File: src/rtl/core/ll1ps_pkg.sv
// Package for the LL(1) table parser step block.
// Holds sizes, request and event codes and the payload structs; no dependencies.
package ll1ps_pkg;

  localparam int unsigned NumTerminals    = 64;
  localparam int unsigned NumNonterminals = 64;
  localparam int unsigned NumProductions  = 256;
  localparam int unsigned MaxProdLen      = 8;
  localparam int unsigned StackDepth      = 256;
  localparam int unsigned MaxActions      = 64;

  localparam int unsigned TblAw = 12;
  localparam int unsigned SymAw = 11;
  localparam int unsigned StkAw = 8;
  localparam int unsigned SpW   = 9;
  localparam int unsigned CntW  = 6;

  localparam logic [2:0] ReqToken   = 3'd0;
  localparam logic [2:0] ReqCell    = 3'd1;
  localparam logic [2:0] ReqSymbol  = 3'd2;
  localparam logic [2:0] ReqLength  = 3'd3;
  localparam logic [2:0] ReqRestart = 3'd4;

  localparam logic [1:0] KindEmpty = 2'd0;
  localparam logic [1:0] KindProd  = 2'd1;
  localparam logic [1:0] KindSync  = 2'd2;
  localparam logic [1:0] KindBad   = 2'd3;

  localparam logic [3:0] EvExpand   = 4'd0;
  localparam logic [3:0] EvSyncPop  = 4'd1;
  localparam logic [3:0] EvDiscard  = 4'd2;
  localparam logic [3:0] EvMissPop  = 4'd3;
  localparam logic [3:0] EvMatch    = 4'd4;
  localparam logic [3:0] EvAccept   = 4'd5;
  localparam logic [3:0] EvOverflow = 4'd6;
  localparam logic [3:0] EvStepLim  = 4'd7;
  localparam logic [3:0] EvConflict = 4'd8;

  localparam logic [0:0] RegStartSymbol = 1'b0;

  typedef struct packed {
    logic [2:0] req_type;
    logic [5:0] token;
    logic [5:0] nonterminal;
    logic [1:0] entry_kind;
    logic [7:0] production;
    logic [2:0] position;
    logic [6:0] symbol;
    logic [3:0] prod_length;
  } in_req_t;

  typedef struct packed {
    logic [3:0] event_res;
    logic [5:0] rule_lhs;
    logic [7:0] rule_index;
    logic [5:0] terminal_seen;
    logic [8:0] stack_depth;
    logic       last;
  } out_res_t;

endpackage

File: src/rtl/core/ll1ps_cfg.sv
// APB-style configuration register file holding the start symbol.
// Depends on ll1ps_pkg for the register index.
module ll1ps_cfg (
  input  logic        clk_i,
  input  logic        rst_ni,
  input  logic        psel,
  input  logic        penable,
  input  logic        pwrite,
  input  logic [2:0]  paddr,
  input  logic [31:0] pwdata,
  output logic [31:0] prdata,
  output logic        pready,
  output logic [5:0]  start_o
);

  logic [5:0] start_q, start_d;
  logic       sel_start;

  assign sel_start = (paddr[2] == ll1ps_pkg::RegStartSymbol);
  assign pready    = 1'b1;
  assign prdata    = sel_start ? {26'd0, start_q} : 32'd0;
  assign start_o   = start_q;

  always_comb begin
    start_d = start_q;
    if (psel && penable && pwrite && sel_start) begin
      start_d = pwdata[5:0];
    end
  end

  always_ff @(posedge clk_i or negedge rst_ni) begin
    if (!rst_ni) begin
      start_q <= 6'd0;
    end else begin
      start_q <= start_d;
    end
  end

endmodule
File: config.mk
export PLATFORM = sky130hd
export DESIGN_NAME = ll1ps_cfg
export DESIGN_NICKNAME = d
export VERILOG_FILES = /design/src/rtl/core/ll1ps_pkg.sv /design/src/rtl/core/ll1ps_cfg.sv
export SDC_FILE = /design/constraint.sdc
export NUM_CORES = 1
export LEC_CHECK = 0
export BUFFER_PORTS_ARGS = -buffer_cell sky130_fd_sc_hd__buf_2
export CAP_MARGIN = 40
export CELL_PAD_IN_SITES_DETAIL_PLACEMENT = 1
export CELL_PAD_IN_SITES_GLOBAL_PLACEMENT = 1
export CORE_MARGIN = 3
export CORE_UTILIZATION = 17
export DETAILED_ROUTE_END_ITERATION = 7
export GPL_TIMING_DRIVEN = 0
export PLACE_DENSITY = 0.77
export SYNTH_ARGS = -nofsm -noshare
export SYNTH_HDL_FRONTEND = slang
export SYNTH_SLANG_ARGS = --single-unit
File: constraint.sdc
create_clock -name clk_i -period 0.95 [get_ports clk_i]
set_clock_uncertainty 0.05 [all_clocks]
set_input_delay 0.19 -clock clk_i [delete_from_list [all_inputs] [get_ports clk_i]]
set_output_delay 0.19 -clock clk_i [all_outputs]
set_load 0.05 [all_outputs]
==> summary.txt <==
Logic synthesis
  – Syn_area_per_cell: roughly 11 um^2
  – Cell area after synthesis: roughly 500 um^2
  – Post-synthesis sequential area ratio: 0.298
  – Yosys reg bits: 6
  – Leading cell types by count after synthesis: buf_4 (27), and2b_2 (6), dfrtp_1 (6), mux2_2 (6), conb_1 (2)
  – Post-synth EDFFs: 0
  – Netlist cell types: 6
  – Post-synth top area cell: buf_4
  – Area contributors post-synth: buf_4 (40%), dfrtp_1 (30%), mux2_2 (13%)
  – Top-count cell post-synth: buf_4
  – FFs w/ async S/R, synth: 1.00
  – Ys Warns: 0
  – Top_reg_cell synth: dfrtp_1
  – Post-Syn Instances: 48
  – Yosys top cell area share: 0.402

STA
  – Total negative slack: -2.45 ns
  – Final setup vio count: 13
  – Fmax: roughly 830 MHz
  – Fin crit period: about 1.2 ns
  – Max Slew Vio Count: 0
  – Unrepaired setup endpoints after global routing: true
  – Worst Slack Setup Final: -0.251 ns
  – Final Hold Vio Count: 0
  – Final period util: 1.26

GRT
  – GRT overflow: 0
  – Antenna violations before repair: 0
  – GRT Util Overall: 0.0698
  – Number of global-route vias before repair: 406
  – Pin count of the biggest net entering global routing: 8
  – First-pass GRT wire length: between 1.5 and 2 mm

Cells and area
  – Final core occ: 0.327
  – Area grow syn2layout: 80.4%
  – Layout cells sized above 1: 0.728
  – Filler cells: 335
  – N_diodes: 0
  – Max FFs per register: 6
  – Final #Nets: 145

Floorplan
  – Core Region: 0.00278 mm^2
  – Initial Util: 0.181
  – Die width: between 60 and 70 um
  – # IOs: between 70 and 80
  – Row count: 19
  – Die H: roughly 60 um
  – Die area: roughly 0.0037 mm^2

Route
  – Wirelength per Cell: 9.64 um
  – First DRT Iteration DRCs: 1
  – Metal2 WL: around 700 um
  – DRC Markers: 0
  – WL met3: between 200 and 250 um
  – Drt pass-1 iters: 2
  – Via count: about 420
  – Max layer used: met3
  – WL final: approximately 1.3 mm
  – Wire length on met1: roughly 380 um
  – Detail Route Antenna Nets: 0
  – Vias per cell: roughly 3.1

Placement
  – PortBufs: 23
  – GPL Wtd Cong: 0.616

Clock network
  – Clk root buf: clkbuf_4
  – Worst skew pair latency: 0.24 ns
  – CTS tree: done
  – CTS clk-pin slew, worst paths: roughly 0.040 ns
  – CTS Sinks: 6
  – CTS Buf Count: 3
  – Max Buffers Root-to-Sink: 2
  – H-Tree Depth: 1

Run status
  – Failing checks: negative setup slack
  – Run status: finished with violations

Power
  – Register share of total power: 0.218
  – Tot Pwr: about 1.7 mW
  – Clock power frac: 0.132
  – Comb power frac: 0.649
  – Psw: a little over 800 uW
  – Net Sw Frac: 0.483
  – Maximum vdd ir drop: ~0.69 mV
  – PD cells: roughly 1900 mW/mm^2
  – Pint: roughly 880 uW
  – P_leak: approximately 0.53 nW

Critical path
  – CP max FO: 3
  – Data arrival time of the critical path: roughly 0.96 ns
  – Critical path endpoint category: output port
  – Worst reg2reg setup slack: -0.09 ns
  – CP Launch Type: register
  – Crit path required time: 0.71 ns
  – Crit path kind: reg2out

Worst hold path
  – Hold Crit Class: in2reg

Flow run
  – Max Cap Viol: 0
==> power groups by stage <==
stage | logic, mW | clock network, mW | registers (mW)
after CTS | 1.06 | 0.237 | 0.374
after detailed placement | 0.904 | 0 | 0.377
after floorplan | 0.555 | 0 | 0.567
final | 1.10 | 0.225 | 0.371
after global placement | 0.895 | 0 | 0.365
after global routing | 1.15 | 0.248 | 0.379
==> stage by stage <==
| step | area, um^2 | worst slack, ns | hold WS [ns] | cells |
|---|---|---|---|---|
| 2_1_floorplan | 613 | -0.0934 | -0.156 | 73 |
| 5_1_grt | 910 | -0.279 | 0.134 | 134 |
| 4_1_cts | 887 | -0.261 | 0.125 | 133 |
| 3_3_place_gp | 767 | -0.104 | -0.0380 | 127 |
| 6_report | 910 | -0.251 | 0.132 | 134 |
| 3_5_place_dp | 767 | -0.106 | -0.0291 | 127 |
==> worst paths after layout <==
check	start	end	cells after the start
min in group asynchronous	rst_ni	start_o[5]	2
worst max-delay path	start_o[4]	prdata[4]	2
worst max register to register	start_o[5]	start_o[5]	3
max in group asynchronous	rst_ni	start_o[2]	2
worst min-delay path	pwdata[3]	start_o[3]	2
worst min register to register	start_o[0]	start_o[0]	1
==> metal layers <==
metal,up-vias,GRT usage
li1,208,-
met1,180,0.0654
met2,28,0.125
met3,0,0.0340
met4,0,0.0372
met5,-,0
==> cell type report <==
class,instances,area (um^2),share of cell area
multi-input cells,40,260,0.286
repair buffers,27,228,0.250
flip-flops and latches,6,158,0.173
plain buffers,27,203,0.223
clock buffers,3,22.5,0.0248
well taps,31,38.8,0.0426
==> layout by cell type, fill, tap and decap left out <==
master         synthesis  final
buf_6                  0     10
dlygate4sd3_1          0      1
dfrtp_2                0      6
nand4b_4               1      1
conb_1                 2     27
buf_4                 27     29
mux2_2                 6      4
clkbuf_4               0      3
and2b_4                0      6
buf_8                  0      2
buf_2                  0     12
mux2_4                 0      2
==> critical path, cell delays in order (launching register included) <==
cell,delay [ns]
dfrtp_2,0.41
and2b_4,0.17
buf_6,0.14
==> what timing repair did <==
item	CTS	global route
buffers inserted	2	1
endpoints found under the setup margin	12	14
gates resized for setup	23	4
hold buffers	1	0
endpoints found under the hold margin	6	0
==> cells by family after synthesis <==
kind of cell,Yosys count,synth area share
buffers and inverters,27,0.402
AND/OR/NAND/NOR,7,0.151
multiplexers,6,0.134
flip-flops,6,0.298
other,2,0.0149
(Power assumes the default switching activity.)
